**src/hdbn_pkg.sv**
```systemverilog
// Shared types and constants for the HDBn line encoder.
`default_nettype none

package hdbn_pkg;

  typedef logic signed [1:0] sym_t;

  localparam sym_t SymSpace = 2'sb00;
  localparam sym_t SymPos   = 2'sb01;
  localparam sym_t SymNeg   = 2'sb11;

  localparam logic [3:0] LimitReset = 4'd3;

  // coded form of one input bit
  typedef struct packed {
    sym_t cur;    // symbol for the current position
    logic subst;  // substitution ends here
    sym_t bal;    // symbol for the position n back
  } code_t;

  // window status seen by the input side
  typedef struct packed {
    logic busy;       // symbols still owed from an earlier transfer
    logic slot_free;  // output register free or being taken
  } win_status_t;

endpackage

`default_nettype wire

```
**src/hdbn_polarity.sv**
```systemverilog
// Mark/violation polarity tracking and zero run detection.
`default_nettype none

module hdbn_polarity
  import hdbn_pkg::*;
#(
  parameter int unsigned MAX_RUN = 8,
  localparam int unsigned CW = $clog2(MAX_RUN + 2)
) (
  input  wire logic          clk_i,
  input  wire logic          rst_ni,
  input  wire logic          accept_i,
  input  wire logic          data_bit_i,
  input  wire logic          last_bit_i,
  input  wire logic [CW-1:0] limit_i,
  output code_t              code_o
);

  logic [CW-1:0] zero_run_q, zero_run_d, run_inc;
  logic          pulse_pos_q, pulse_pos_d;
  logic          viol_pos_q, viol_pos_d;

  always_comb begin
    run_inc     = zero_run_q + CW'(1);
    code_o      = '{cur: SymSpace, subst: 1'b0, bal: SymSpace};
    zero_run_d  = zero_run_q;
    pulse_pos_d = pulse_pos_q;
    viol_pos_d  = viol_pos_q;
    if (data_bit_i) begin
      code_o.cur  = pulse_pos_q ? SymNeg : SymPos;
      pulse_pos_d = !pulse_pos_q;
      zero_run_d  = '0;
    end else if (run_inc <= limit_i) begin
      zero_run_d = run_inc;
    end else begin
      code_o.subst = 1'b1;
      zero_run_d   = '0;
      if (viol_pos_q) begin
        code_o.bal  = pulse_pos_q ? SymNeg : SymSpace;
        code_o.cur  = SymNeg;
        pulse_pos_d = 1'b0;
        viol_pos_d  = 1'b0;
      end else begin
        code_o.bal  = pulse_pos_q ? SymSpace : SymPos;
        code_o.cur  = SymPos;
        pulse_pos_d = 1'b1;
        viol_pos_d  = 1'b1;
      end
    end
    if (last_bit_i) begin
      zero_run_d  = '0;
      pulse_pos_d = 1'b0;
      viol_pos_d  = 1'b0;
    end
  end

  always_ff @(posedge clk_i or negedge rst_ni) begin
    if (!rst_ni) begin
      zero_run_q  <= '0;
      pulse_pos_q <= 1'b0;
      viol_pos_q  <= 1'b0;
    end else if (accept_i) begin
      zero_run_q  <= zero_run_d;
      pulse_pos_q <= pulse_pos_d;
      viol_pos_q  <= viol_pos_d;
    end
  end

endmodule

`default_nettype wire

```
**src/hdbn_window.sv**
```systemverilog
// Symbol window with substitution rewrite, drain control and output register.
`default_nettype none

module hdbn_window
  import hdbn_pkg::*;
#(
  parameter int unsigned MAX_RUN = 8,
  localparam int unsigned CW = $clog2(MAX_RUN + 2),
  localparam int unsigned DEPTH = MAX_RUN + 1
) (
  input  wire logic          clk_i,
  input  wire logic          rst_ni,
  input  wire logic          accept_i,
  input  wire logic          last_bit_i,
  input  wire code_t         code_i,
  input  wire logic [CW-1:0] limit_i,
  input  wire logic          out_ready_i,
  output logic               out_valid_o,
  output sym_t               symbol_o,
  output logic               end_of_block_o,
  output win_status_t        status_o
);

  sym_t          win_q [DEPTH];
  sym_t          win_d [DEPTH];
  sym_t          merged [DEPTH];
  logic [CW-1:0] fill_q, fill_d, mfill;
  logic [CW-1:0] drain_q, mdrain;
  logic          flush_q, flush_d, mflush;
  logic          out_valid_q, out_valid_d;
  sym_t          sym_q, sym_d;
  logic          eob_q, eob_d;
  logic          slot_free, pop;
  logic [CW:0]   pos_sum, fill_ext;

  assign slot_free = !out_valid_q || out_ready_i;
  assign status_o  = '{busy: flush_q || (fill_q > drain_q), slot_free: slot_free};

  always_comb begin
    fill_ext = {1'b0, fill_q};
    pos_sum  = '0;
    for (int k = 0; k < DEPTH; k++) begin
      merged[k] = win_q[k];
    end
    mfill  = fill_q;
    mflush = flush_q;
    mdrain = drain_q;
    if (accept_i) begin
      for (int k = 0; k < DEPTH; k++) begin
        pos_sum = (CW + 1)'(k) + {1'b0, limit_i};
        if ((CW + 1)'(k) == fill_ext) begin
          merged[k] = code_i.cur;
        end else if (code_i.subst && (pos_sum == fill_ext)) begin
          merged[k] = code_i.bal;
        end else if (code_i.subst && (pos_sum > fill_ext) && ((CW + 1)'(k) < fill_ext)) begin
          merged[k] = SymSpace;
        end
      end
      mfill  = fill_q + CW'(1);
      mflush = last_bit_i;
      mdrain = limit_i;
    end

    pop = slot_free && (mflush ? (mfill != '0) : (mfill > mdrain));

    for (int k = 0; k < DEPTH; k++) begin
      win_d[k] = merged[k];
    end
    fill_d      = mfill;
    flush_d     = mflush;
    sym_d       = sym_q;
    eob_d       = eob_q;
    out_valid_d = out_ready_i ? 1'b0 : out_valid_q;
    if (pop) begin
      for (int k = 0; k < DEPTH - 1; k++) begin
        win_d[k] = merged[k + 1];
      end
      win_d[DEPTH - 1] = SymSpace;
      fill_d      = mfill - CW'(1);
      flush_d     = mflush && (mfill != CW'(1));
      sym_d       = merged[0];
      eob_d       = mflush && (mfill == CW'(1));
      out_valid_d = 1'b1;
    end
  end

  always_ff @(posedge clk_i or negedge rst_ni) begin
    if (!rst_ni) begin
      fill_q      <= '0;
      drain_q     <= '0;
      flush_q     <= 1'b0;
      out_valid_q <= 1'b0;
    end else begin
      fill_q      <= fill_d;
      drain_q     <= mdrain;
      flush_q     <= flush_d;
      out_valid_q <= out_valid_d;
    end
  end

  always_ff @(posedge clk_i or negedge rst_ni) begin
    if (!rst_ni) begin
      for (int k = 0; k < DEPTH; k++) begin
        win_q[k] <= SymSpace;
      end
    end else begin
      for (int k = 0; k < DEPTH; k++) begin
        win_q[k] <= win_d[k];
      end
    end
  end

  always_ff @(posedge clk_i) begin
    sym_q <= sym_d;
    eob_q <= eob_d;
  end

  assign out_valid_o    = out_valid_q;
  assign symbol_o       = sym_q;
  assign end_of_block_o = eob_q;

endmodule

`default_nettype wire

```
**src/hdbn_line_encoder.sv**
```systemverilog
// HDBn line encoder top level: limit register, polarity logic and symbol window.
// Output timing: a symbol released by an input transfer is presented in the cycle after it.
// Throughput: one input bit per cycle in steady state while the output is not stalled; a flush
//   of the held symbols blocks input while the window drains through the output register.
// Reset: asynchronous, active low; window spaces, counters zero, limit 3.
`default_nettype none

module hdbn_line_encoder
  import hdbn_pkg::*;
#(
  parameter int unsigned MAX_RUN = 8
) (
  input  wire logic       clk_i,
  input  wire logic       rst_ni,
  input  wire logic       cfg_we_i,
  input  wire logic [3:0] cfg_wdata_i,
  input  wire logic       in_valid_i,
  output logic            in_ready_o,
  input  wire logic       data_bit_i,
  input  wire logic       last_bit_i,
  output logic            out_valid_o,
  input  wire logic       out_ready_i,
  output sym_t            symbol_o,
  output logic            end_of_block_o
);

  localparam int unsigned CW = $clog2(MAX_RUN + 2);
  localparam int unsigned LW = (CW > 4) ? CW : 4;

  logic [3:0]    zero_limit_q;
  logic [LW-1:0] lim_w;
  logic [CW-1:0] limit;
  logic          accept;
  code_t         code;
  win_status_t   status;

  always_ff @(posedge clk_i or negedge rst_ni) begin
    if (!rst_ni) begin
      zero_limit_q <= LimitReset;
    end else if (cfg_we_i) begin
      zero_limit_q <= cfg_wdata_i;
    end
  end

  always_comb begin
    lim_w = LW'(zero_limit_q);
    if (lim_w == '0) begin
      limit = CW'(1);
    end else if (lim_w > LW'(MAX_RUN)) begin
      limit = CW'(MAX_RUN);
    end else begin
      limit = CW'(lim_w);
    end
  end

  assign in_ready_o = !status.busy && status.slot_free;
  assign accept     = in_valid_i && in_ready_o;

  hdbn_polarity #(
    .MAX_RUN(MAX_RUN)
  ) u_polarity (
    .clk_i     (clk_i),
    .rst_ni    (rst_ni),
    .accept_i  (accept),
    .data_bit_i(data_bit_i),
    .last_bit_i(last_bit_i),
    .limit_i   (limit),
    .code_o    (code)
  );

  hdbn_window #(
    .MAX_RUN(MAX_RUN)
  ) u_window (
    .clk_i         (clk_i),
    .rst_ni        (rst_ni),
    .accept_i      (accept),
    .last_bit_i    (last_bit_i),
    .code_i        (code),
    .limit_i       (limit),
    .out_ready_i   (out_ready_i),
    .out_valid_o   (out_valid_o),
    .symbol_o      (symbol_o),
    .end_of_block_o(end_of_block_o),
    .status_o      (status)
  );

  a_ready_needs_slot: assert property (@(posedge clk_i) disable iff (!rst_ni)
    in_ready_o |-> (!out_valid_o || out_ready_i))
    else $error("input ready while output register is blocked");

  a_last_emits: assert property (@(posedge clk_i) disable iff (!rst_ni)
    (accept && last_bit_i) |=> out_valid_o)
    else $error("last transfer produced no symbol");

  a_eob_frees_input: assert property (@(posedge clk_i) disable iff (!rst_ni)
    (out_valid_o && out_ready_i && end_of_block_o) |=> !status.busy)
    else $error("input still blocked after end of block");

  a_symbol_legal: assert property (@(posedge clk_i) disable iff (!rst_ni)
    out_valid_o |-> (symbol_o != 2'sb10))
    else $error("illegal line symbol");

endmodule

`default_nettype wire

```
**config.mk**
```make
export PLATFORM = sky130hd
export DESIGN_NAME = hdbn_line_encoder
export DESIGN_NICKNAME = d
export VERILOG_FILES = /design/src/hdbn_pkg.sv /design/src/hdbn_polarity.sv /design/src/hdbn_window.sv /design/src/hdbn_line_encoder.sv
export SDC_FILE = /design/constraint.sdc
export NUM_CORES = 1
export LEC_CHECK = 0
export ABC_AREA = 1
export BUFFER_PORTS_ARGS = -buffer_cell sky130_fd_sc_hd__buf_2
export CORE_ASPECT_RATIO = 0.9
export CORE_UTILIZATION = 57
export CTS_BUF_LIST = sky130_fd_sc_hd__clkbuf_16
export DETAILED_ROUTE_END_ITERATION = 8
export PLACE_DENSITY = 0.75
export SLEW_MARGIN = 20
export SYNTH_ARGS = -nofsm -noshare
export SYNTH_HDL_FRONTEND = slang
export SYNTH_HIERARCHICAL = 1
export SYNTH_SLANG_ARGS = --single-unit
export TNS_END_PERCENT = 20
```
**constraint.sdc**
```tcl
create_clock -name clk_i -period 7 [get_ports clk_i]
set_clock_uncertainty 0.05 [all_clocks]
set_input_delay 1.4 -clock clk_i [delete_from_list [all_inputs] [get_ports clk_i]]
set_output_delay 1.4 -clock clk_i [all_outputs]
set_load 0.05 [all_outputs]
```
==> impl_metrics.ini <==
[sta]
finalMaxSlewViolations = 0
hold_violations = 0
setup_viol = 0
fin_tns_setup_ns = 0
hold-worst-slack_ns = 0.451
max_slew_margin = 0.417
period_share = 0.612
rsz0062_at_grt = false
period_needed_ns = 4.28
worstMarginPinSlew_ns = 0.872
clock.fmax_ghz = 0.234

[clocking]
htreeDepth = 2
holdBufCountCts = 0
cts_tree = built
cts_num_sinks = 41
cts_buffer_depth = 2
cts_root_buffer = clkbuf_16
post_cts_buffers = 0
cts.repair.resized = 0
numCtsBuffers = 5
insertion_delay_ns = 0.29
clk_pin_slew_ns = 0.06

[placed_design]
port_buffers = 15
dp_hpwl_um = 8100
gp_congestion = 0.977

[synth]
synth_area_um2 = 4320
yosysWarningCount = 6
syn_inst = 705
seq_area_frac_synth = 0.242
synth-seq-cells = 41
synth_top_cell_area_share = 0.251
syn_nets = 767
yosysTopAreaCell = nand2_1
syn_area_per_cell_um2 = 6.12
synth_area_leaders = nand2_1, dfrtp_1, ha_1
synth.distinct_cells = 34

[setup_path]
startpoint_type = input pin
critPathLaunch = out_ready_i
r2r_end = u_window/symbol_o[0]$_DFFE_PP_
path_class = in2reg
cp_data_arrival_time_ns = 4.16
ff2ff_setup_slack_ns = 2.81
rr_worst_depth = 20
crit_path_end_kind = flop
crit_end = u_window/symbol_o[0]$_DFFE_PP_
required_ns = 6.88
critPathMaxFanout = 30
r2r_start = u_window/fill_q[0]$_DFF_PN0_

[final_layout]
final_common_cell = nand2_1
final_layout_size_suffix_gt1_frac = 0.0628
syn_to_final_growth_pct = 6.78
fillers = 671
finish.net_count = 777
layout_common_cells = nand2_1, inv_1, nor2_1, ha_1, dfrtp_1
diodes = 0

[global_routing]
grt_pass1_vias = 3929
grt_use_met3 = 0.0344
grt_first_pass_wirelength_um = 17900
grt_max_degree = 39
antenna_found_initial = 0
met1_usage = 0.400
overflow = 0
grt_usage = 0.288
top_usage_layer = met2
use_met2 = 0.479

[route]
vias = 4248
drc = 0
drt_iter0_drc = 290
wl_um = 10600
ant_nets = 0
wl_per_cell_um = 13.1
via_per_inst = 5.25
dr.pass1.iters = 5

[status]
status = finished, final reports clean

[power_and_ir_drop]
vdd_drop_max_uv = 421
p_per_area_nw_per_um2 = 416
total_power_mw = 1.92
p_leak_nw = 2.87

[die]
coreArea_um2 = 7180
initial_core_util = 0.601
fp-row-count = 29
fp.dieH_um = 84.6
dieWidth_um = 93.7
dieArea_um2 = 7930
pin_count = 16

[job]
max_cap_violations = 0

[hold_path]
hold_class = reg2reg
hold_depth = 2
-- kinds of logic (layout without fill, tap and decap cells) --
| kind of cell | after synthesis | in the layout | share of synthesized area |
|---|---|---|---|
| AND/OR/NAND/NOR | 402 | 402 | 0.381 |
| buffers and inverters | 141 | 152 | 0.130 |
| adder cells (fa/ha/maj) | 51 | 51 | 0.150 |
| flip-flops | 41 | 41 | 0.242 |
| AO/OA/AOI/OAI | 58 | 58 | 0.0733 |
| XOR/XNOR | 12 | 12 | 0.0243 |
-- through the flow --
step,cell area (µm²),setup slack [ns],util,std cells
after floorplan,4320,2.77,-,705
after global placement,4440,2.55,0.618,801
after detailed placement,4440,2.43,0.618,801
after CTS,4610,2.72,0.642,809
after global routing,4610,2.51,0.642,809
final,4610,2.72,0.642,809
-- state kept, by name, summed over array words and instances (netlist names) --
| register | cells |
|---|---|
| u_window/win_q | 18 |
| lim_w | 4 |
| u_polarity/zero_run_q | 4 |
| u_window/drain_q | 4 |
| u_window/fill_q | 4 |
| u_window/symbol_o | 2 |
| u_polarity/pulse_pos_q | 1 |
| u_polarity/viol_pos_q | 1 |
| u_window/end_of_block_o | 1 |
| u_window/flush_q | 1 |
| u_window/out_valid_o | 1 |
-- cell usage after synthesis, drive strengths merged --
cell type	number
buf	7
clkbuf	6
clkinv	1
fa	1
edfxtp	3
dfstp	2
a21oi	22
dfrtp	36
o21bai	2
nor3	1
nand3	31
inv	127
nor3b	1
nor2	63
and3	1
ha	50
nand4	9
nand2	296
o21a	1
xor2	9
a21boi	2
xnor2	3
o211ai	1
o21ai	30
-- worst max-delay path: stages --
cell	delay (ns)
buf_2	0.10
nor2_1	0.09
inv_1	0.09
inv_1	0.10
nor3b_2	0.05
buf_4	0.21
inv_2	0.40
o21ai_1	0.16
nand2_2	0.14
inv_2	0.07
ha_1	0.29
nand2_1	0.04
o21ai_0	0.18
nand2_1	0.08
nand2_1	0.10
nand3_4	0.23
inv_2	0.43
-- worst min path at each step --
stage / from / end / slack, ns
after floorplan: lim_w[0]$_DFFE_PN1P_ / lim_w[0]$_DFFE_PN1P_ / 0.40
after global placement: lim_w[0]$_DFFE_PN1P_ / lim_w[0]$_DFFE_PN1P_ / 0.41
after detailed placement: u_polarity/zero_run_q[3]$_DFFE_PN0P_ / u_polarity/zero_run_q[3]$_DFFE_PN0P_ / 0.44
after CTS: lim_w[1]$_DFFE_PN1P_ / lim_w[1]$_DFFE_PN1P_ / 0.45
after global routing: lim_w[1]$_DFFE_PN1P_ / lim_w[1]$_DFFE_PN1P_ / 0.48
final: u_polarity/zero_run_q[3]$_DFFE_PN0P_ / u_polarity/zero_run_q[3]$_DFFE_PN0P_ / 0.45
-- metal layers --
metal,part of all wire,up-vias
li1,-,2168
met1,0.47,1917
met2,0.46,144
met3,0.062,19
met4,0.013,0
met5,0,-
-- layout make-up --
type                       instances  area [µm²]  share of cell area
clock inverter                     3        43.8             0.00950
sequential                        41        1040               0.226
timing repair buffer              16        82.6              0.0179
inverter                         128         480               0.104
clock buffer                       5         125              0.0271
multi-input combinational        523        2720               0.590
tap                               93         116              0.0252
-- where the power goes --
group          total [mW]  switching [mW]  internal (mW)  leakage (nW)
sequential          0.392          0.0667          0.325         0.523
combinational        1.26           0.875          0.381          2.26
clock               0.269           0.100          0.169        0.0842
total                1.92            1.04          0.875          2.87
Note: power is estimated with default switching activity, not from simulation.
